==> config.mk <==
export PLATFORM = sky130hd
export DESIGN_NAME = bounded_undo_redo_history_top
export DESIGN_NICKNAME = d
export VERILOG_FILES = /design/src/hw/rtl/buhr_pkg.sv /design/src/hw/rtl/buhr_cell.sv /design/src/hw/rtl/bounded_undo_redo_history_top.sv
export SDC_FILE = /design/constraint.sdc
export NUM_CORES = 1
export LEC_CHECK = 0
export ABC_AREA = 0
export BUFFER_PORTS_ARGS = -buffer_cell sky130_fd_sc_hd__clkbuf_2
export CORE_MARGIN = 1.5
export CORE_UTILIZATION = 60
export CTS_CLUSTER_SIZE = 30
export DETAILED_ROUTE_END_ITERATION = 6
export PLACE_DENSITY_LB_ADDON = 0.25
export SLEW_MARGIN = 20
export SYNTH_ARGS = -nofsm -noshare
export SYNTH_HDL_FRONTEND = slang
export SYNTH_SLANG_ARGS = --single-unit
==> constraint.sdc <==
create_clock -name clk -period 30 [get_ports clk]
set_clock_uncertainty 0.2 [all_clocks]
set_input_delay 4.5 -clock clk [delete_from_list [all_inputs] [get_ports clk]]
set_output_delay 4.5 -clock clk [all_outputs]
set_load 0.05 [all_outputs]
==> src/hw/rtl/buhr_pkg.sv <==
`timescale 1ns / 1ps
// ----------------------------------------------------------------------------
// buhr_pkg
// Shared types and constants of the bounded undo/redo history.
// ----------------------------------------------------------------------------
package buhr_pkg;

	localparam int DATA_W    = 32;
	localparam int CNT_OUT_W = 5;

	typedef enum logic [1:0] {
		OP_PUSH  = 2'd0,
		OP_UNDO  = 2'd1,
		OP_REDO  = 2'd2,
		OP_CLEAR = 2'd3
	} op_t;

	typedef enum logic [1:0] {
		ST_DONE    = 2'd0,
		ST_NO_UNDO = 2'd1,
		ST_NO_REDO = 2'd2
	} status_t;

	typedef struct packed {
		op_t               operation;
		logic [DATA_W-1:0] entry_data;
	} cmd_t;

	typedef struct packed {
		status_t              status;
		logic                 top_valid;
		logic [DATA_W-1:0]    top_data;
		logic [CNT_OUT_W-1:0] undo_depth;
		logic [CNT_OUT_W-1:0] redo_depth;
		logic                 evicted;
	} rsp_t;

	// Shift actions applied along the cell row.
	typedef struct packed {
		logic push;
		logic undo;
		logic redo;
	} ctrl_t;

endpackage

==> src/hw/rtl/buhr_cell.sv <==
`timescale 1ns / 1ps
// ----------------------------------------------------------------------------
// buhr_cell
// One position of the undo stack and of the redo stack. Words move to the
// neighbor cell on push, undo and redo.
// ----------------------------------------------------------------------------
module buhr_cell (
	input  logic                   clk,
	input  buhr_pkg::ctrl_t        ctrl,
	input  logic [buhr_pkg::DATA_W-1:0] u_prev,
	input  logic [buhr_pkg::DATA_W-1:0] u_next,
	input  logic [buhr_pkg::DATA_W-1:0] r_prev,
	input  logic [buhr_pkg::DATA_W-1:0] r_next,
	output logic [buhr_pkg::DATA_W-1:0] u_word,
	output logic [buhr_pkg::DATA_W-1:0] r_word
);
	import buhr_pkg::*;

	logic [DATA_W-1:0] u_q;
	logic [DATA_W-1:0] r_q;

	always_ff @(posedge clk) begin
		if (ctrl.push || ctrl.redo) begin
			u_q <= u_prev;
		end else if (ctrl.undo) begin
			u_q <= u_next;
		end
		// redo stack moves opposite to the undo stack
		if (ctrl.undo) begin
			r_q <= r_prev;
		end else if (ctrl.redo) begin
			r_q <= r_next;
		end
	end

	assign u_word = u_q;
	assign r_word = r_q;

endmodule

==> src/hw/rtl/bounded_undo_redo_history_top.sv <==
`timescale 1ns / 1ps
// ----------------------------------------------------------------------------
// bounded_undo_redo_history_top
// Undo/redo history held in a row of cells: undo stack with its top in the
// first cell, redo stack beside it. A full push drops the word off the end.
// The result strobes in the cycle after the transaction is accepted.
// Throughput: one transaction per cycle; busy stays low, all work is a
// single shift of the cell row and a count update.
// Reset: counts and strobe clear; stored words are unknown until pushed.
// The receiver cannot stall; every result is shown for one cycle only.
// ----------------------------------------------------------------------------
module bounded_undo_redo_history_top #(
	parameter int DEPTH = 16
) (
	input  logic           clk,
	input  logic           arst_n,
	input  logic           start,
	output logic           busy,
	input  buhr_pkg::cmd_t cmd,
	output logic           result_valid,
	output buhr_pkg::rsp_t rsp
);
	import buhr_pkg::*;

	localparam int CNT_W = $clog2(DEPTH + 1);

	logic [CNT_W-1:0] undo_q, redo_q;
	logic [CNT_W-1:0] undo_d, redo_d;
	logic             valid_q;
	status_t          status_q, status_d;
	logic             evicted_q, evicted_d;
	ctrl_t            ctrl;
	logic             fire;

	logic [DATA_W-1:0] u_word [DEPTH];
	logic [DATA_W-1:0] r_word [DEPTH];
	logic [DATA_W-1:0] u_head;

	assign busy = 1'b0;
	assign fire = start && !busy;

	always_comb begin
		ctrl      = '0;
		undo_d    = undo_q;
		redo_d    = redo_q;
		status_d  = ST_DONE;
		evicted_d = 1'b0;
		if (fire) begin
			case (cmd.operation)
				OP_PUSH: begin
					ctrl.push = 1'b1;
					redo_d    = '0;
					if (undo_q == CNT_W'(DEPTH)) begin
						evicted_d = 1'b1;
					end else begin
						undo_d = undo_q + 1'b1;
					end
				end
				OP_UNDO: begin
					if (undo_q == '0) begin
						status_d = ST_NO_UNDO;
					end else begin
						ctrl.undo = 1'b1;
						undo_d    = undo_q - 1'b1;
						redo_d    = redo_q + 1'b1;
					end
				end
				OP_REDO: begin
					if (redo_q == '0) begin
						status_d = ST_NO_REDO;
					end else begin
						ctrl.redo = 1'b1;
						undo_d    = undo_q + 1'b1;
						redo_d    = redo_q - 1'b1;
					end
				end
				OP_CLEAR: begin
					undo_d = '0;
					redo_d = '0;
				end
				default: begin
					undo_d = undo_q;
				end
			endcase
		end
	end

	always_ff @(posedge clk or negedge arst_n) begin
		if (!arst_n) begin
			undo_q    <= '0;
			redo_q    <= '0;
			valid_q   <= 1'b0;
			status_q  <= ST_DONE;
			evicted_q <= 1'b0;
		end else begin
			undo_q    <= undo_d;
			redo_q    <= redo_d;
			valid_q   <= fire;
			status_q  <= status_d;
			evicted_q <= evicted_d;
		end
	end

	// feed the head cell: new word on push, redo top on redo
	assign u_head = ctrl.push ? cmd.entry_data : r_word[0];

	for (genvar k = 0; k < DEPTH; k++) begin : g_cell
		logic [DATA_W-1:0] u_prev, u_next, r_prev, r_next;
		if (k == 0) begin : g_head
			assign u_prev = u_head;
			assign r_prev = u_word[0];
		end else begin : g_body
			assign u_prev = u_word[k-1];
			assign r_prev = r_word[k-1];
		end
		if (k == DEPTH - 1) begin : g_tail
			assign u_next = '0;
			assign r_next = '0;
		end else begin : g_link
			assign u_next = u_word[k+1];
			assign r_next = r_word[k+1];
		end
		buhr_cell u_cell (
			.clk    (clk),
			.ctrl   (ctrl),
			.u_prev (u_prev),
			.u_next (u_next),
			.r_prev (r_prev),
			.r_next (r_next),
			.u_word (u_word[k]),
			.r_word (r_word[k])
		);
	end

	always_comb begin
		rsp.status     = status_q;
		rsp.top_valid  = (undo_q != '0);
		rsp.top_data   = (undo_q != '0) ? u_word[0] : '0;
		rsp.undo_depth = CNT_OUT_W'(undo_q);
		rsp.redo_depth = CNT_OUT_W'(redo_q);
		rsp.evicted    = evicted_q;
	end

	assign result_valid = valid_q;

endmodule
; ---- Yosys cells after proc, flatten, opt, wreduce, memory -nomap -nowiden
; Cells that the tools add are included.
[classes]
n_eq_ne = 7
n_reduce_logical = 10
n_mux = 86
n_addsub = 4
[op_table]
columns = operator, n
row1 = 32-bit 2-to-1 mux, 66
row2 = 5-bit 2-to-1 mux, 5
row3 = 5-bit one-hot mux with 4 select lines, 1
row4 = 5-bit one-hot mux with 3 select lines, 1
row5 = "5-bit by 1-bit adder with 5-bit output, second input constant", 2
row6 = 5-bit zero test, 2
row7 = "5-bit by 1-bit subtractor with 5-bit output, second input constant", 2
row8 = 1-bit 2-to-1 mux, 9
row9 = "2-bit inequality test, second input constant", 3
row10 = "5-bit == test, second input constant", 1
row11 = 5-bit nonzero test, 1
row12 = "2-bit == test, second input constant", 2
row13 = 2-bit 2-to-1 mux, 2
row14 = 2-bit one-hot mux with 2 select lines, 1
row15 = 4-bit AND reduction, 1
row16 = 2-bit nonzero test, 2
row17 = 3-bit 2-to-1 mux, 1
row18 = 3-bit AND reduction, 1
row19 = "2-bit by 1-bit == test with 1-bit output, second input constant", 1
row20 = 2-bit zero test, 1
row21 = 2-bit OR reduction, 1
row22 = 1-bit logical OR, 1
[word_totals]
wordCells = 144
out_inout_bits = 48
in_bits = 37
regBits = 1038

; ---- Logic depth before layout (Yosys ltp)
[logic_depth]
word_depth = 6
mapped_depth = 10

; ---- Hierarchy
; Synthesis repeated with hierarchy kept, for this count alone.
[unflattened]
hier_cells = 2393
hier_area_um2 = 46128.0
[modules_own_cells]
columns = mod, cells_per_inst, seq_area_each_um2, area_per_inst_um2, instances
row1 = buhr_cell, 138, 1921.8, 2776.4, 16
row2 = bounded_undo_redo_history_top, 185, 350.3, 1705.4, 1

; ---- Worst setup path after synthesis
; Ideal clock, no wire load.
[synth_timing]
path_type = in2reg
from = input cmd[32] in the netlist's numbering
to = register g_cell[0].u_cell.u_q[0] (enable)
path_slack_ps = 12282
path_stages = 7
t_arrival_ps = 13823
required_ps = 26105
path_buffers = 2
path_cell_list = inv_1 ha_1 a21boi_1 o21ai_4 buf_6 buf_2 nand2_1
[synth_via]
elab_chain_len = 5
elab_cells_between_ends = 9
cone_classes = eq/ne: 2 / mux: 4 / reduce/logical: 3
[synth_rtl]
columns = element, line_no
row1 = from (decl), bounded_undo_redo_history_top.sv:19  ; input buhr_pkg::cmd_t cmd,
row2 = 2-bit == test or 2-bit zero test (tied branches), bounded_undo_redo_history_top.sv:49  ; case (cmd.operation)
row3 = 1-bit 2-to-1 mux, bounded_undo_redo_history_top.sv:49
row4 = 3-bit 2-to-1 mux (*), bounded_undo_redo_history_top.sv:48  ; if (fire) begin
row5 = 1-bit logical OR, buhr_cell.sv:23  ; if (ctrl.push || ctrl.redo) begin
row6 = 2-bit nonzero test (no source line) (*), --
row7 = to (signal assigned), buhr_cell.sv:24  ; u_q <= u_prev;
row8 = to (signal assigned), buhr_cell.sv:26  ; u_q <= u_next;
row9 = to (decl), buhr_cell.sv:19  ; logic [DATA_W-1:0] u_q;
; Every way passes the cells marked *; elsewhere a longest branch is shown, timed or not.
; A chain may end at the register's enable or synchronous reset.

; ---- Worst setup path after layout
[layout_timing]
from = input cmd[32] in the netlist's numbering
to = register g_cell[6].u_cell.u_q[19], data pin
[layout_via]
elab_chain_len = 5
elab_cells_between_ends = 7
cone_classes = eq/ne: 1 / mux: 4 / reduce/logical: 2
[layout_rtl]
columns = element, line_no
row1 = 2-bit == test or 2-bit zero test (tied branches), bounded_undo_redo_history_top.sv:49
row2 = 1-bit 2-to-1 mux, bounded_undo_redo_history_top.sv:49
row3 = 3-bit 2-to-1 mux (*), bounded_undo_redo_history_top.sv:48
row4 = 1-bit logical OR (*), buhr_cell.sv:23
row5 = 32-bit 2-to-1 mux (*), buhr_cell.sv:23
row6 = to (signal assigned), buhr_cell.sv:24
row7 = to (signal assigned), buhr_cell.sv:26
row8 = to (decl), buhr_cell.sv:19
; Marked as above.

==> impl_results.md <==
- Status: completed
- RePlAce Congestion: 0.752
- Slew headroom: 22.5%
- Sequential share of the synthesized area: 69.8%
- Psw: 1010 uW
- Top cell type's share of synthesized area: 69.0%
- CTS tree: built
- Combinational share of power: 14.8%
- Initial antenna violation count: 1
- Fmax: 0.110 GHz
- Largest net degree at the start of global routing: 233
- Mapped cell area: 44600 sq um
- Setup TNS: 0 ns
- Critical Path RT: 30.19 ns
- Critical Path Slowest Stage Cell: buf_4
- Core Util, Final: 66.4%
- Port Buffers: 83
- Async SR Flop Fraction: 1.35%
- P per Cell Area: 79.2 nW/um^2
- Cts hold-fix bufs: 0
- Share of cells above drive strength 1: 19.1%
- Wire per inst: 16.2 um
- Met3 usage: 2.77%
- Cell variety after synth: 44
- P_leak: 0.0188 uW
- Worst Max-Slew Pin Slew: 1.16 ns
- Vias per inst: 5.46
- # setup viols final: 0
- CP Class: in2reg
- CP Launch Point: cmd[32]
- Cells after Synth: 3397
- Max-slew violations: 0
- Sw Ratio: 26.2%
- # fillers: 5104
- Critical path, cell by cell: clkbuf_2 -> inv_1 -> ha_1 -> a21boi_1 -> o21ai_4 -> buf_4 -> buf_4 -> buf_4 -> buf_4 -> mux2_2
- VDD IR max: 0.0721 mV
- Met1 Use GR: 27.9%
- Yosys Warn Count: 0
- Nature of the critical path startpoint: input port
- Area grow syn2layout: 9.03%
- CTS H-tree lvls: 3
- Crit-path most repeated cell: buf_4
- Clock root buffer: clkbuf_16
- Routing usage on met2: 31.1%
- #FFs+latches synth: 1038
- Busiest grt layer: met2
- Endpoint, Worst Hold: g_cell[14].u_cell.r_word[14]$_DFFE_PP_
- Initial Util: 60.9%
- Core area: 73200 sq um
- Reg2reg end: g_cell[6].u_cell.u_word[19]$_DFFE_PP_
- Worst hold slack: 0.317 ns
- Top delay family on crit path: buffers and inverters
- Gr usage total: 19.4%
- Max-Cap Viols: 0
- Crit-path max cell delay: 0.87 ns
- Drt first pass iters: 5
- Global-route wire length before repair: 121 mm
- Syn nets: 3443
- CTS resizes: 0
- R2R Path Start: redo_q[2]$_DFFE_PN0P_
- R2R Setup Slk: 24.60 ns
- EDFF count, synth: 1024
- Worst Path Buf+Inv: 6
- R2R cell count: 8
- Vias in the first global route: 24200
- DRC: 0
- ANT nets after route: 0
- Top_reg_cell synth: edfxtp_1
- RSZ-0062 raised after global routing: false
- Top cells by area, synth: edfxtp_1, nand2_1, mux2_2
- Grt total ovfl: 0
- Worst Hold Path Cells: 2
- Cell Int Power: 2840 uW
- CTS Buffer Depth: 3
- WP data arrival: 9.28 ns
- CTS clk-pin slew, worst paths: 0.06 ns
- Die Span Y: 276 um
- Die X-Extent: 276 um
- Total setup buffers inserted after CTS: 0
- Die ar.: 75900 sq um
- Type of the tightest min-delay check: reg2reg
- IO Count: 85
- Via Count: 24400
- Clk sinks: 1038
- Final Critical Period: 9.09 ns
- Post-DP HPWL: 42.5 mm
- Post-synthesis average cell area: 13.1 sq um
- TritonCTS Buffers: 103
- Clk_lat worst skew: 0.65 ns
- Min-delay src: g_cell[15].u_cell.r_word[14]$_SDFFCE_PN0P_
- Clock power frac: 32.4%
- Final Cycle Share: 30.3%
- Area leader, netlist: edfxtp_1
- Total wire length: 72.5 mm
- Final hold vios: 0
- Worst Setup End Kind: register
- NumNets Final: 3472
- CP max FO: 88
- Starting DRT DRC Count: 2526
- Row count: 99
- Register share of total power: 52.8%
[tightest hold or removal path, cell delays in order (launching register included)]
cell and delay, ns:
edfxtp_1 0.32, nand2_1 0.04, nand2_1 0.05
[kinds of logic after synthesis]
logic type,count (synthesis),synth area share [%]
flip-flops,1038,69.8
buffers and inverters,188,2.70
XOR/XNOR,6,0.118
AO/OA/AOI/OAI,64,0.825
adder cells (fa/ha/maj),9,0.253
other,1,0.00841
multiplexers,481,12.1
AND/OR/NAND/NOR,1610,14.3
[Yosys cell counts, types with 7 or more instances]
cell type,n
mux2i_1,32
ha_1,9
clkbuf_1,19
dfrtp_1,14
nor2_1,7
mux2_1,41
and2_1,98
edfxtp_1,1024
nand2_1,1482
buf_2,113
o21ai_0,42
buf_6,45
mux2_2,408
[metal layers]
| metal | vias to the layer above | share of wire [%] |
|---|---|---|
| met3 | 103 | 3.9 |
| li1 | 11900 | - |
| met1 | 12000 | 46 |
| met5 | - | 0 |
| met2 | 415 | 48 |
| met4 | 0 | 1.8 |
[how the worst max path moves through the flow]
stage                                            endpoint  cells after the start
floorplan            g_cell[0].u_cell.u_word[0]$_DFFE_PP_                      7
global placement    g_cell[2].u_cell.u_word[19]$_DFFE_PP_                     10
detailed placement  g_cell[6].u_cell.u_word[19]$_DFFE_PP_                     10
CTS                 g_cell[6].u_cell.u_word[19]$_DFFE_PP_                     10
global route        g_cell[6].u_cell.u_word[19]$_DFFE_PP_                     10
finish              g_cell[6].u_cell.u_word[19]$_DFFE_PP_                     10
[registers in the layout, indices dropped and copies added (netlist names)]
| signal | flops |
|---|---|
| g_cell.u_cell.r_word | 512 |
| evicted_q | 1 |
| undo_q | 5 |
| redo_q | 5 |
| status_q | 2 |
| g_cell.u_cell.u_word | 512 |
| result_valid | 1 |
[power groups by stage]
stage | Clock (uW) | Sequential (uW) | Combinational, uW
2_1_floorplan | 0 | 2160 | 454
3_3_place_gp | 0 | 2050 | 543
3_5_place_dp | 0 | 2060 | 575
4_1_cts | 1270 | 2030 | 578
5_1_grt | 1330 | 2060 | 637
6_report | 1250 | 2030 | 571
[layout by cell type, fill, tap and decap left out, types with 3 or more instances in the layout]
master,Yosys,routed
clkinvlp_4,0,3
or3_1,3,3
clkbuf_16,0,104
ha_1,9,9
dfrtp_1,14,14
a21oi_1,6,6
mux2_2,408,408
nand2b_1,5,4
clkinv_2,0,24
mux2i_1,32,32
clkbuf_1,19,19
nor2_1,7,6
buf_12,0,4
clkinv_1,0,26
clkbuf_2,0,83
buf_4,5,12
buf_6,45,5
o21ai_0,42,42
xor2_1,5,5
mux2_1,41,41
a31oi_1,3,3
buf_16,0,3
nand3_1,3,3
bufinv_16,0,9
edfxtp_1,1024,1024
o31ai_1,3,3
inv_6,0,4
inv_1,5,5
and2_1,98,98
nand2_1,1482,1479
[through the flow]
stage	area (sq um)	total power (uW)	worst slack, ns	instances
3_3_place_gp	45300	2590	20.50	4277
5_1_grt	48600	4030	20.54	4471
4_1_cts	48500	3890	20.96	4469
2_1_floorplan	44600	2610	12.28	3397
6_report	48600	3850	20.91	4472
3_5_place_dp	45300	2640	20.29	4278
[cell type report]
class | count | area (sq um) | share of cell area [%]
multi-input combinational | 2171 | 12300 | 25.3
inverter | 5 | 18.8 | 0.0386
sequential | 1038 | 31100 | 64.0
tap | 959 | 1200 | 2.47
antenna | 1 | 2.50 | 0.00515
timing repair buffer | 107 | 724 | 1.49
clock inverter | 68 | 571 | 1.17
clock buffer | 123 | 2670 | 5.50
Note: power is estimated with default switching activity, not from simulation.
